[config.mk]
export PLATFORM = sky130hd
export DESIGN_NAME = sorted_priority_queue_unit_flat
export DESIGN_NICKNAME = d
export VERILOG_FILES = /design/src/rtl/spq_pkg.sv /design/src/rtl/spq_if.sv /design/src/rtl/spq_cell.sv /design/src/rtl/sorted_priority_queue_unit.sv /design/src/flat_wrapper.sv
export VERILOG_INCLUDE_DIRS = /design/src /design/src/rtl
export SDC_FILE = /design/constraint.sdc
export NUM_CORES = 2
export LEC_CHECK = 0
export ABC_AREA = 1
export BUFFER_PORTS_ARGS = -buffer_cell sky130_fd_sc_hd__buf_2
export CAP_MARGIN = 10
export CORE_ASPECT_RATIO = 0.6
export CORE_MARGIN = 2
export CORE_UTILIZATION = 25
export CTS_BUF_LIST = sky130_fd_sc_hd__clkbuf_8 sky130_fd_sc_hd__clkbuf_16
export DETAILED_ROUTE_END_ITERATION = 6
export HOLD_SLACK_MARGIN = 0.06
export PLACE_DENSITY = 0.43
export SYNTH_ARGS = -nofsm -noshare
export SYNTH_HDL_FRONTEND = slang
export SYNTH_HIERARCHICAL = 1
export SYNTH_SLANG_ARGS = --single-unit
export TNS_END_PERCENT = 20
[constraint.sdc]
create_clock -name i_clk -period 3.8 [get_ports i_clk]
set_clock_uncertainty 0.2 [all_clocks]
set_input_delay 0.38 -clock i_clk [delete_from_list [all_inputs] [get_ports i_clk]]
set_output_delay 0.38 -clock i_clk [all_outputs]
set_load 0.01 [all_outputs]
[src/rtl/sorted_priority_queue_unit_assert.svh]
// Assertion macros used by the sorted priority queue RTL.
// Each macro expects a clock named i_clk and an active-low reset named i_rst_n in scope.
`ifndef SORTED_PRIORITY_QUEUE_UNIT_ASSERT_SVH
`define SORTED_PRIORITY_QUEUE_UNIT_ASSERT_SVH

// Same-cycle implication, disabled while reset is asserted.
`define SPQ_ASSERT_NOW(label, ante, cons) \
    label: assert property (@(posedge i_clk) disable iff (!i_rst_n) (ante) |-> (cons)) \
        else $error("sorted priority queue assertion failed");

// Next-cycle implication, disabled while reset is asserted.
`define SPQ_ASSERT_NEXT(label, ante, cons) \
    label: assert property (@(posedge i_clk) disable iff (!i_rst_n) (ante) |=> (cons)) \
        else $error("sorted priority queue assertion failed");

`endif

[src/rtl/spq_pkg.sv]
// Package for the sorted priority queue: field widths, request and status codes,
// default parameter values and the control struct shared by the cell chain.
package spq_pkg;

    localparam int DEPTH_DEFAULT     = 16;
    localparam int PRIO_BITS_DEFAULT = 8;

    localparam int VALUE_W  = 32;
    localparam int PRIO_W   = 8;
    localparam int STATUS_W = 2;
    localparam int HELD_W   = 5;

    typedef enum logic {
        REQ_INSERT = 1'b0,
        REQ_REMOVE = 1'b1
    } t_req;

    typedef enum logic [STATUS_W-1:0] {
        ST_INSERTED  = 2'd0,
        ST_OVERFLOW  = 2'd1,
        ST_REMOVED   = 2'd2,
        ST_UNDERFLOW = 2'd3
    } t_status;

    // Broadcast to every cell for one accepted transaction.
    typedef struct packed {
        logic ins;   // insert that fits: lower entries move one slot down
        logic rem;   // remove from a non-empty queue: entries move one slot up
    } t_shift_cmd;

endpackage

[src/rtl/spq_if.sv]
// Valid/ready channel interfaces for the sorted priority queue.
// Depends on spq_pkg for the payload widths.
interface spq_req_if import spq_pkg::*; ();
    logic               valid;
    logic               ready;
    logic               req_type;
    logic [VALUE_W-1:0] item_value;
    logic [PRIO_W-1:0]  item_priority;

    modport source (output valid, output req_type, output item_value,
                    output item_priority, input ready);
    modport sink   (input valid, input req_type, input item_value,
                    input item_priority, output ready);
endinterface

interface spq_rsp_if import spq_pkg::*; ();
    logic                valid;
    logic                ready;
    logic [STATUS_W-1:0] status;
    logic [VALUE_W-1:0]  removed_value;
    logic [HELD_W-1:0]   entries_held;

    modport source (output valid, output status, output removed_value,
                    output entries_held, input ready);
    modport sink   (input valid, input status, input removed_value,
                    input entries_held, output ready);
endinterface

[src/rtl/spq_cell.sv]
// One slot of the sorted queue: holds a value and a priority and takes its
// neighbor's entry on a shift. Depends on spq_pkg.
module spq_cell import spq_pkg::*; #(
    parameter int PRIO_BITS = PRIO_BITS_DEFAULT
) (
    input  logic                 i_clk,
    input  t_shift_cmd           i_cmd,
    input  logic                 i_occupied,
    input  logic                 i_left_lower,
    input  logic [VALUE_W-1:0]   i_left_value,
    input  logic [PRIO_BITS-1:0] i_left_prio,
    input  logic [VALUE_W-1:0]   i_right_value,
    input  logic [PRIO_BITS-1:0] i_right_prio,
    input  logic [VALUE_W-1:0]   i_new_value,
    input  logic [PRIO_BITS-1:0] i_new_prio,
    output logic                 o_lower,
    output logic [VALUE_W-1:0]   o_value,
    output logic [PRIO_BITS-1:0] o_prio
);

    logic [VALUE_W-1:0]   r_value, n_value;
    logic [PRIO_BITS-1:0] r_prio, n_prio;

    // The new entry goes behind this slot when the slot holds an entry of
    // greater or equal priority; otherwise this slot moves down or takes it.
    assign o_lower = !(i_occupied && (r_prio >= i_new_prio));

    always_comb begin
        n_value = r_value;
        n_prio  = r_prio;
        if (i_cmd.ins && o_lower) begin
            if (i_left_lower) begin
                n_value = i_left_value;
                n_prio  = i_left_prio;
            end else begin
                n_value = i_new_value;
                n_prio  = i_new_prio;
            end
        end else if (i_cmd.rem) begin
            n_value = i_right_value;
            n_prio  = i_right_prio;
        end
    end

    always_ff @(posedge i_clk) begin
        r_value <= n_value;
        r_prio  <= n_prio;
    end

    assign o_value = r_value;
    assign o_prio  = r_prio;

endmodule

[src/rtl/sorted_priority_queue_unit.sv]
// Top level of the sorted priority queue: a chain of slot cells, the occupancy
// count and the registered response. Depends on spq_pkg, spq_if and spq_cell.
//
//   channel   direction  payload                                   accepted when
//   i_req     in         req_type, item_value, item_priority       valid && ready
//   o_rsp     out        status, removed_value, entries_held       valid && ready
//
// The response is registered and appears in the cycle after the request is taken.
// Every cell compares its priority with the new one in parallel, so the whole chain
// shifts as one and one request can be taken every cycle unless a response stalls.
// A pending response that is not taken stalls requests; one that is being taken
// does not. Reset empties the queue at once; the slots are not cleared.
module sorted_priority_queue_unit import spq_pkg::*; #(
    parameter int DEPTH     = DEPTH_DEFAULT,
    parameter int PRIO_BITS = PRIO_BITS_DEFAULT
) (
    input  logic   i_clk,
    input  logic   i_rst_n,
    spq_req_if.sink   i_req,
    spq_rsp_if.source o_rsp
);

    `include "sorted_priority_queue_unit_assert.svh"

    localparam int OCC_W = $clog2(DEPTH + 1);

    logic [OCC_W-1:0]       r_occ, n_occ;
    logic                   r_out_valid;
    logic [STATUS_W-1:0]    r_status, n_status;
    logic [VALUE_W-1:0]     r_removed, n_removed;
    logic [HELD_W-1:0]      r_held;

    logic                   w_accept;
    logic                   w_full;
    logic                   w_empty;
    logic [PRIO_BITS-1:0]   w_new_prio;
    logic [PRIO_BITS+PRIO_W-1:0] w_prio_ext;
    logic [OCC_W+HELD_W-1:0]     w_held_ext;
    t_shift_cmd             w_cmd;

    logic [DEPTH-1:0]       w_lower;
    logic [VALUE_W-1:0]     w_value [DEPTH];
    logic [PRIO_BITS-1:0]   w_prio  [DEPTH];

    assign i_req.ready = !r_out_valid || o_rsp.ready;
    assign w_accept    = i_req.valid && i_req.ready;
    assign w_full      = (r_occ == OCC_W'(DEPTH));
    assign w_empty     = (r_occ == '0);

    // Keep only the low PRIO_BITS of the priority field, zero-extended if wider.
    assign w_prio_ext = {{PRIO_BITS{1'b0}}, i_req.item_priority};
    assign w_new_prio = w_prio_ext[PRIO_BITS-1:0];

    assign w_cmd.ins = w_accept && (i_req.req_type == REQ_INSERT) && !w_full;
    assign w_cmd.rem = w_accept && (i_req.req_type == REQ_REMOVE) && !w_empty;

    for (genvar k = 0; k < DEPTH; k++) begin : g_cell
        logic                 w_left_lower;
        logic [VALUE_W-1:0]   w_left_value;
        logic [PRIO_BITS-1:0] w_left_prio;
        logic [VALUE_W-1:0]   w_right_value;
        logic [PRIO_BITS-1:0] w_right_prio;

        if (k == 0) begin : g_head
            assign w_left_lower = 1'b0;
            assign w_left_value = '0;
            assign w_left_prio  = '0;
        end else begin : g_body
            assign w_left_lower = w_lower[k-1];
            assign w_left_value = w_value[k-1];
            assign w_left_prio  = w_prio[k-1];
        end

        if (k == DEPTH - 1) begin : g_tail
            assign w_right_value = '0;
            assign w_right_prio  = '0;
        end else begin : g_inner
            assign w_right_value = w_value[k+1];
            assign w_right_prio  = w_prio[k+1];
        end

        spq_cell #(
            .PRIO_BITS (PRIO_BITS)
        ) u_cell (
            .i_clk         (i_clk),
            .i_cmd         (w_cmd),
            .i_occupied    (r_occ > OCC_W'(k)),
            .i_left_lower  (w_left_lower),
            .i_left_value  (w_left_value),
            .i_left_prio   (w_left_prio),
            .i_right_value (w_right_value),
            .i_right_prio  (w_right_prio),
            .i_new_value   (i_req.item_value),
            .i_new_prio    (w_new_prio),
            .o_lower       (w_lower[k]),
            .o_value       (w_value[k]),
            .o_prio        (w_prio[k])
        );
    end

    always_comb begin
        n_occ     = r_occ;
        n_removed = '0;
        if (i_req.req_type == REQ_INSERT) begin
            n_status = w_full ? ST_OVERFLOW : ST_INSERTED;
            if (w_cmd.ins) begin
                n_occ = r_occ + OCC_W'(1);
            end
        end else begin
            n_status = w_empty ? ST_UNDERFLOW : ST_REMOVED;
            if (w_cmd.rem) begin
                n_occ     = r_occ - OCC_W'(1);
                n_removed = w_value[0];
            end
        end
    end

    assign w_held_ext = {{HELD_W{1'b0}}, n_occ};

    always_ff @(posedge i_clk) begin
        if (!i_rst_n) begin
            r_occ       <= '0;
            r_out_valid <= 1'b0;
        end else begin
            if (w_accept) begin
                r_occ <= n_occ;
            end
            if (w_accept) begin
                r_out_valid <= 1'b1;
            end else if (o_rsp.ready) begin
                r_out_valid <= 1'b0;
            end
        end
    end

    always_ff @(posedge i_clk) begin
        if (w_accept) begin
            r_status  <= n_status;
            r_removed <= n_removed;
            r_held    <= w_held_ext[HELD_W-1:0];
        end
    end

    assign o_rsp.valid         = r_out_valid;
    assign o_rsp.status        = r_status;
    assign o_rsp.removed_value = r_removed;
    assign o_rsp.entries_held  = r_held;

    `SPQ_ASSERT_NOW(a_occ_bound, 1'b1, r_occ <= OCC_W'(DEPTH))
    `SPQ_ASSERT_NEXT(a_insert_count, w_cmd.ins, r_occ == $past(r_occ) + OCC_W'(1))
    `SPQ_ASSERT_NEXT(a_remove_head, w_cmd.rem,
        (r_status == ST_REMOVED) && (r_removed == $past(w_value[0])))
    `SPQ_ASSERT_NOW(a_zero_unless_removed, r_out_valid && (r_status != ST_REMOVED),
        r_removed == '0)

endmodule

[src/flat_wrapper.sv]
// flat-port wrapper written by rule: the top's interface ports become plain ports
module sorted_priority_queue_unit_flat import spq_pkg::*;
#(
    parameter int DEPTH     = DEPTH_DEFAULT,
    parameter int PRIO_BITS = PRIO_BITS_DEFAULT
)
  (i_clk, i_rst_n, i_req_valid, i_req_req_type, i_req_item_value, i_req_item_priority, i_req_ready, o_rsp_valid, o_rsp_status, o_rsp_removed_value, o_rsp_entries_held, o_rsp_ready);
  spq_req_if i_req_i ();
  spq_rsp_if o_rsp_i ();
  input  logic i_clk;
  input  logic i_rst_n;
  input wire logic [$bits(i_req_i.valid)-1:0] i_req_valid;
  input wire logic [$bits(i_req_i.req_type)-1:0] i_req_req_type;
  input wire logic [$bits(i_req_i.item_value)-1:0] i_req_item_value;
  input wire logic [$bits(i_req_i.item_priority)-1:0] i_req_item_priority;
  output wire logic [$bits(i_req_i.ready)-1:0] i_req_ready;
  output wire logic [$bits(o_rsp_i.valid)-1:0] o_rsp_valid;
  output wire logic [$bits(o_rsp_i.status)-1:0] o_rsp_status;
  output wire logic [$bits(o_rsp_i.removed_value)-1:0] o_rsp_removed_value;
  output wire logic [$bits(o_rsp_i.entries_held)-1:0] o_rsp_entries_held;
  input wire logic [$bits(o_rsp_i.ready)-1:0] o_rsp_ready;
  assign i_req_i.valid = i_req_valid;
  assign i_req_i.req_type = i_req_req_type;
  assign i_req_i.item_value = i_req_item_value;
  assign i_req_i.item_priority = i_req_item_priority;
  assign i_req_ready = i_req_i.ready;
  assign o_rsp_valid = o_rsp_i.valid;
  assign o_rsp_status = o_rsp_i.status;
  assign o_rsp_removed_value = o_rsp_i.removed_value;
  assign o_rsp_entries_held = o_rsp_i.entries_held;
  assign o_rsp_i.ready = o_rsp_ready;
  sorted_priority_queue_unit #(.DEPTH(DEPTH), .PRIO_BITS(PRIO_BITS)) u_core (.i_clk(i_clk), .i_rst_n(i_rst_n), .i_req(i_req_i), .o_rsp(o_rsp_i));
endmodule
# Yosys cells after proc, flatten, opt, wreduce, memory -nomap -nowiden
# Index checks and enable logic that the tools add are counted.
[totals]
register_bits = 685
out_inout_bits = 41
[classes]
eq_ne = 1
add_sub_neg = 2
bitwise = 1
n_lt_le_gt_ge = 32
muxes = 102
n_reduce_logical = 76
[op_table]
columns = ["cell", "n"]
rows = [
  ["$mux W32", 47],
  ["$mux W8", 47],
  ["$ge A8 B8 Y1", 16],
  ["$gt A5 B4 Y1 const B", 8],
  ["$logic_and A1 B1 Y1", 37],
  ["$reduce_bool A2 Y1", 17],
  ["$gt A5 B3 Y1 const B", 4],
  ["$logic_not A1 Y1", 19],
  ["$mux W5", 3],
  ["$gt A5 B1 Y1 const B", 2],
  ["$gt A5 B2 Y1 const B", 2],
  ["$add A5 B1 Y5 const B", 1],
  ["$eq A5 B5 Y1 const B", 1],
  ["$logic_not A5 Y1", 1],
  ["$sub A5 B1 Y5 const B", 1],
  ["$mux W1", 4],
  ["$mux W2", 1],
  ["$reduce_and A2 Y1", 1],
  ["$logic_or A1 B1 Y1", 1],
  ["$not A1 Y1", 1],
]

# Longest topological paths before layout
[logic_depth]
depth_word = 7
ltp_mapped = 17
ltp_nobuf = 14

# By module
# Netlist, hierarchy kept.
[by_module_without_submodules]
columns = ["module", "seq_area_each_um2", "area_per_inst_um2", "cells_per_inst", "instances"]
rows = [
  ["spq_cell at u_core.g_cell[11].u_cell ...", 1201.2, 2493.6, 264, 9],
  ["spq_cell at u_core.g_cell[0].u_cell ...", 1201.2, 2542.4, 264, 7],
  ["sorted_priority_queue_unit", 1291.2, 2150.8, 231, 1],
]

# Least setup slack after synthesis
# Ideal clock, no wire load.
[synth_timing]
path_type = "register to register"
startpoint = "register u_core.r_occ[0]"
endpoint = "register u_core.g_cell[0].u_cell.r_prio[0], enable pin"
t_required_ns = 3.202
path_slack_ns = 0.662
arrival_time_ns = 2.540
synth_period_minus_slack_ns = 3.138
stages_incl_launch_ff = 10
setup_ns = 0.398
path_cell_list = "dfxtp_1 inv_1 ha_1 nand2_1 nor2_2 nor2_4 clkbuf_1 nand2_8 buf_6 nand2_1"
[synth_lines]
columns = ["element", "line_no", "source"]
rows = [
  ["from (decl)", "sorted_priority_queue_unit.sv:27", "logic [OCC_W-1:0] r_occ, n_occ;"],
  ["from (signal assigned)", "sorted_priority_queue_unit.sv:126", "r_occ <= n_occ;"],
  ["to (signal assigned)", "spq_cell.sv:47", "r_prio <= n_prio;"],
  ["to (decl)", "spq_cell.sv:22", "logic [PRIO_BITS-1:0] r_prio, n_prio;"],
]

==> results.yml <==
timing:
  unrepaired_setup_endpoints_after_global_routing: "no"
  time_the_worst_path_needs_with_i_o_delays_and_setup_ns: 3.03
  worst_slack_setup_final_ns: 0.771
  maxSlewHeadroom_pct: 49.8
  tns_ns: 0
  slew_viol_final: 0
  finalSetupViolCount: 0
  hold_violations: 0
  achievable_freq_mhz: 330
  min_period_over_period_pct: 79.7
  worst-slew-pin-transition_ns: 0.745
yosys:
  synth_edf_count: 679
  post_synthesis_sequential_element_count: 685
  synthArstFlopShare_pct: 0
  synth_cell_types: 32
  synth_top_cell_by_area: "sky130_fd_sc_hd__edfxtp_1"
  ys_seq_area_share_pct: 48.4
  dominantRegCellSynth: "sky130_fd_sc_hd__edfxtp_1"
  synth-warning-count: 6
  syn_avg_cell_area_sq_um: 9.52
  synth_top_cells_by_area: "sky130_fd_sc_hd__edfxtp_1, sky130_fd_sc_hd__mux2_2, sky130_fd_sc_hd__nand2_1"
  synth_top_cell_area_share_pct: 48.1
  post_synth_inst_count: 4455
  synth_most_common_cell: "sky130_fd_sc_hd__nand2_1"
  synth.cells.most_frequent: "sky130_fd_sc_hd__nand2_1, sky130_fd_sc_hd__edfxtp_1, sky130_fd_sc_hd__nand3_1"
  syn_area_sq_mm: 0.0424
routing:
  finalWirelength_um: 109000
  met3WireLength_um: 2830
  drc: 0
  viasPerCell: 4.54
  top_layer: "met5"
  detailroute.via_count: 31100
  routedWlPerCell_um: 15.8
  wirelength_met1_um: 58100
  ant_nets: 0
  dr_wl_met2_um: 46000
  1st_pass_router_iterations: 5
  drt-initial-drc-count: 1541
floorplan:
  fp.coreArea_sq_mm: 0.169
  die-width_um: 536
  num_io_pins: 86
  die_h_um: 323
  fp.dieArea_sq_mm: 0.173
  floorplan.rows: 117
  initial_utilization_pct: 25.1
placed_design:
  place_hpwl_um: 78500
  portBuffers: 85
  place.gp.congestion: 0.741
  post-place-ws_ns: 0.564
global_routing:
  gr-total-overflow: 0
  antenna_found_initial: 11
  global_route_wire_length_before_repair_um: 176000
  first_global_vias: 33000
  grt_max_degree: 101
  global_route_usage_over_all_layers_pct: 12.4
clock_network:
  clock_tree.buffer_depth: 3
  tritoncts_clock_tree: "yes"
  clk-insertion-delay-late_ns: 0.66
  post_cts.resized_instances: 0
  clkSinkCount: 685
  cts_htree_levels: 3
  clkTransAtPathRegs_ns: 0.06
  numCtsBuffers: 74
  post-cts-setup-buffers: 0
  holdBufCountCts: 5
  clock_root_buffer: "sky130_fd_sc_hd__clkbuf_16"
pwr:
  power.density_mw_per_mm2: 484
  peakVddDrop_mv: 0.311
  p_total_uw: 23000
  leakage_uw: 0.0209
job:
  max-cap-violations: 0
layout:
  final_net_count: 4715
  flow.area_growth_from_synthesis_pct: 12.3
  fraction_of_final_layout_cells_sized_beyond_drive_strength_1_pct: 20.2
  fillers: 18100
outcome:
  run_status: "finished clean"
setup_path:
  setup.worst_path.end_class: "flop"
  path_class: "flop to flop"
  worst_path_arrival_ns: 3.16
  crit_path_start_kind: "flop"
  worst-path-max-fanout: 65
  cp_data_required_time_ns: 3.93
min_path:
  hold_path_class: "input pin to flop"
==> per-layer routing <==
layer  vias up  track usage, %
met5         -               0
met4         2            2.40
met3       112            1.73
met2       282            19.3
met1     15400            18.2
li1      15300               -
==> worst paths after layout <==
| kind | start | end | slack [ns] | depth (start not counted) |
|---|---|---|---|---|
| hold reg to reg | u_core/g_cell[15].u_cell/o_value[28] | u_core/g_cell[14].u_cell/o_value[28] | 0.31 | 2 |
| hold / removal | i_req_item_priority[3] | u_core/g_cell[3].u_cell/o_prio[3] | 0.21 | 5 |
| setup / recovery | u_core/r_occ[0] | u_core/g_cell[6].u_cell/o_value[20] | 0.77 | 9 |
| setup reg to reg | u_core/r_occ[0] | u_core/g_cell[6].u_cell/o_value[20] | 0.77 | 9 |
==> final cells by class <==
| cell class | count | area, sq um | share of cell area (%) |
|---|---|---|---|
| multi-input combinational | 3307 | 19200 | 40.3 |
| timing repair buffer | 216 | 1860 | 3.91 |
| tap | 2261 | 2830 | 5.94 |
| clock buffer | 79 | 1940 | 4.08 |
| inverter | 252 | 946 | 1.99 |
| clock inverter | 52 | 307 | 0.644 |
| antenna | 1 | 2.50 | 0.00526 |
| sequential | 685 | 20500 | 43.1 |
==> power by group <==
group          switching (uW)  internal [uW]  total [uW]
clock                    3290           3830        7110
combinational            3310           2240        5540
sequential                533           9840       10400
total                    7130          15900       23000
==> per-stage QoR <==
step / utilization [%] / hold WS [ns] / instances / instance area (sq um)
4_1_cts: 28.2 / 0.163 / 6852 / 47600
5_1_grt: 28.2 / 0.224 / 6853 / 47600
6_report: 28.2 / 0.208 / 6853 / 47600
3_3_place_gp: 26.8 / 0.297 / 6716 / 45300
3_5_place_dp: 26.8 / 0.302 / 6716 / 45300
2_1_floorplan: - / 0.279 / 4536 / 42700
==> flip-flops by register name (all words and copies together), names as in the netlist <==
name / count
u_core/o_rsp.valid: 1
u_core/o_rsp.entries_held: 5
u_core/g_cell.u_cell/o_prio: 128
u_core/o_rsp.removed_value: 32
u_core/r_occ: 5
u_core/o_rsp.status: 2
u_core/g_cell.u_cell/o_value: 512
==> cell usage in the layout, fill, tap and decap left out, types with 2 or more instances in the layout <==
| cell | instances |
|---|---|
| sky130_fd_sc_hd__conb_1 | 82 |
| sky130_fd_sc_hd__a21o_1 | 16 |
| sky130_fd_sc_hd__mux2_2 | 528 |
| sky130_fd_sc_hd__nor2_1 | 75 |
| sky130_fd_sc_hd__dlygate4sd3_1 | 5 |
| sky130_fd_sc_hd__edfxtp_1 | 679 |
| sky130_fd_sc_hd__nand2_2 | 17 |
| sky130_fd_sc_hd__inv_6 | 3 |
| sky130_fd_sc_hd__dfxtp_1 | 6 |
| sky130_fd_sc_hd__nand2_1 | 1559 |
| sky130_fd_sc_hd__nand2_4 | 27 |
| sky130_fd_sc_hd__nor2_2 | 19 |
| sky130_fd_sc_hd__nand3_2 | 16 |
| sky130_fd_sc_hd__nand3_1 | 646 |
| sky130_fd_sc_hd__clkbuf_16 | 76 |
| sky130_fd_sc_hd__ha_1 | 134 |
| sky130_fd_sc_hd__buf_12 | 35 |
| sky130_fd_sc_hd__nand2_8 | 7 |
| sky130_fd_sc_hd__inv_1 | 268 |
| sky130_fd_sc_hd__clkinv_1 | 15 |
| sky130_fd_sc_hd__nand4_1 | 17 |
| sky130_fd_sc_hd__inv_2 | 2 |
| sky130_fd_sc_hd__a21oi_1 | 36 |
| sky130_fd_sc_hd__buf_4 | 91 |
| sky130_fd_sc_hd__o21ai_0 | 118 |
| sky130_fd_sc_hd__clkbuf_8 | 3 |
| sky130_fd_sc_hd__clkinv_2 | 12 |
| sky130_fd_sc_hd__nor2_4 | 3 |
| sky130_fd_sc_hd__buf_2 | 85 |
| sky130_fd_sc_hd__bufinv_16 | 2 |
==> worst max-delay path, cell delays in order (launching register included) <==
cell	delay [ns]
sky130_fd_sc_hd__dfxtp_1	0.46
sky130_fd_sc_hd__inv_1	0.14
sky130_fd_sc_hd__ha_1	0.24
sky130_fd_sc_hd__nand2_1	0.08
sky130_fd_sc_hd__nor2_2	0.06
sky130_fd_sc_hd__nor2_4	0.40
sky130_fd_sc_hd__buf_12	0.41
sky130_fd_sc_hd__nand2_4	0.23
sky130_fd_sc_hd__nand2_2	0.14
sky130_fd_sc_hd__buf_12	0.26
==> kinds of logic (layout without fill, tap and decap cells) <==
kind of cell,after synthesis,after routing,synth area share (%)
buf+inv,544,599,7.13
compound gates,176,176,2.20
fa+ha+maj,134,134,3.96
mux,528,528,14.0
other cells,1,83,0.00885
simple gates,2387,2387,24.3
flops,685,685,48.4
Note: power is estimated with default switching activity, not from simulation.
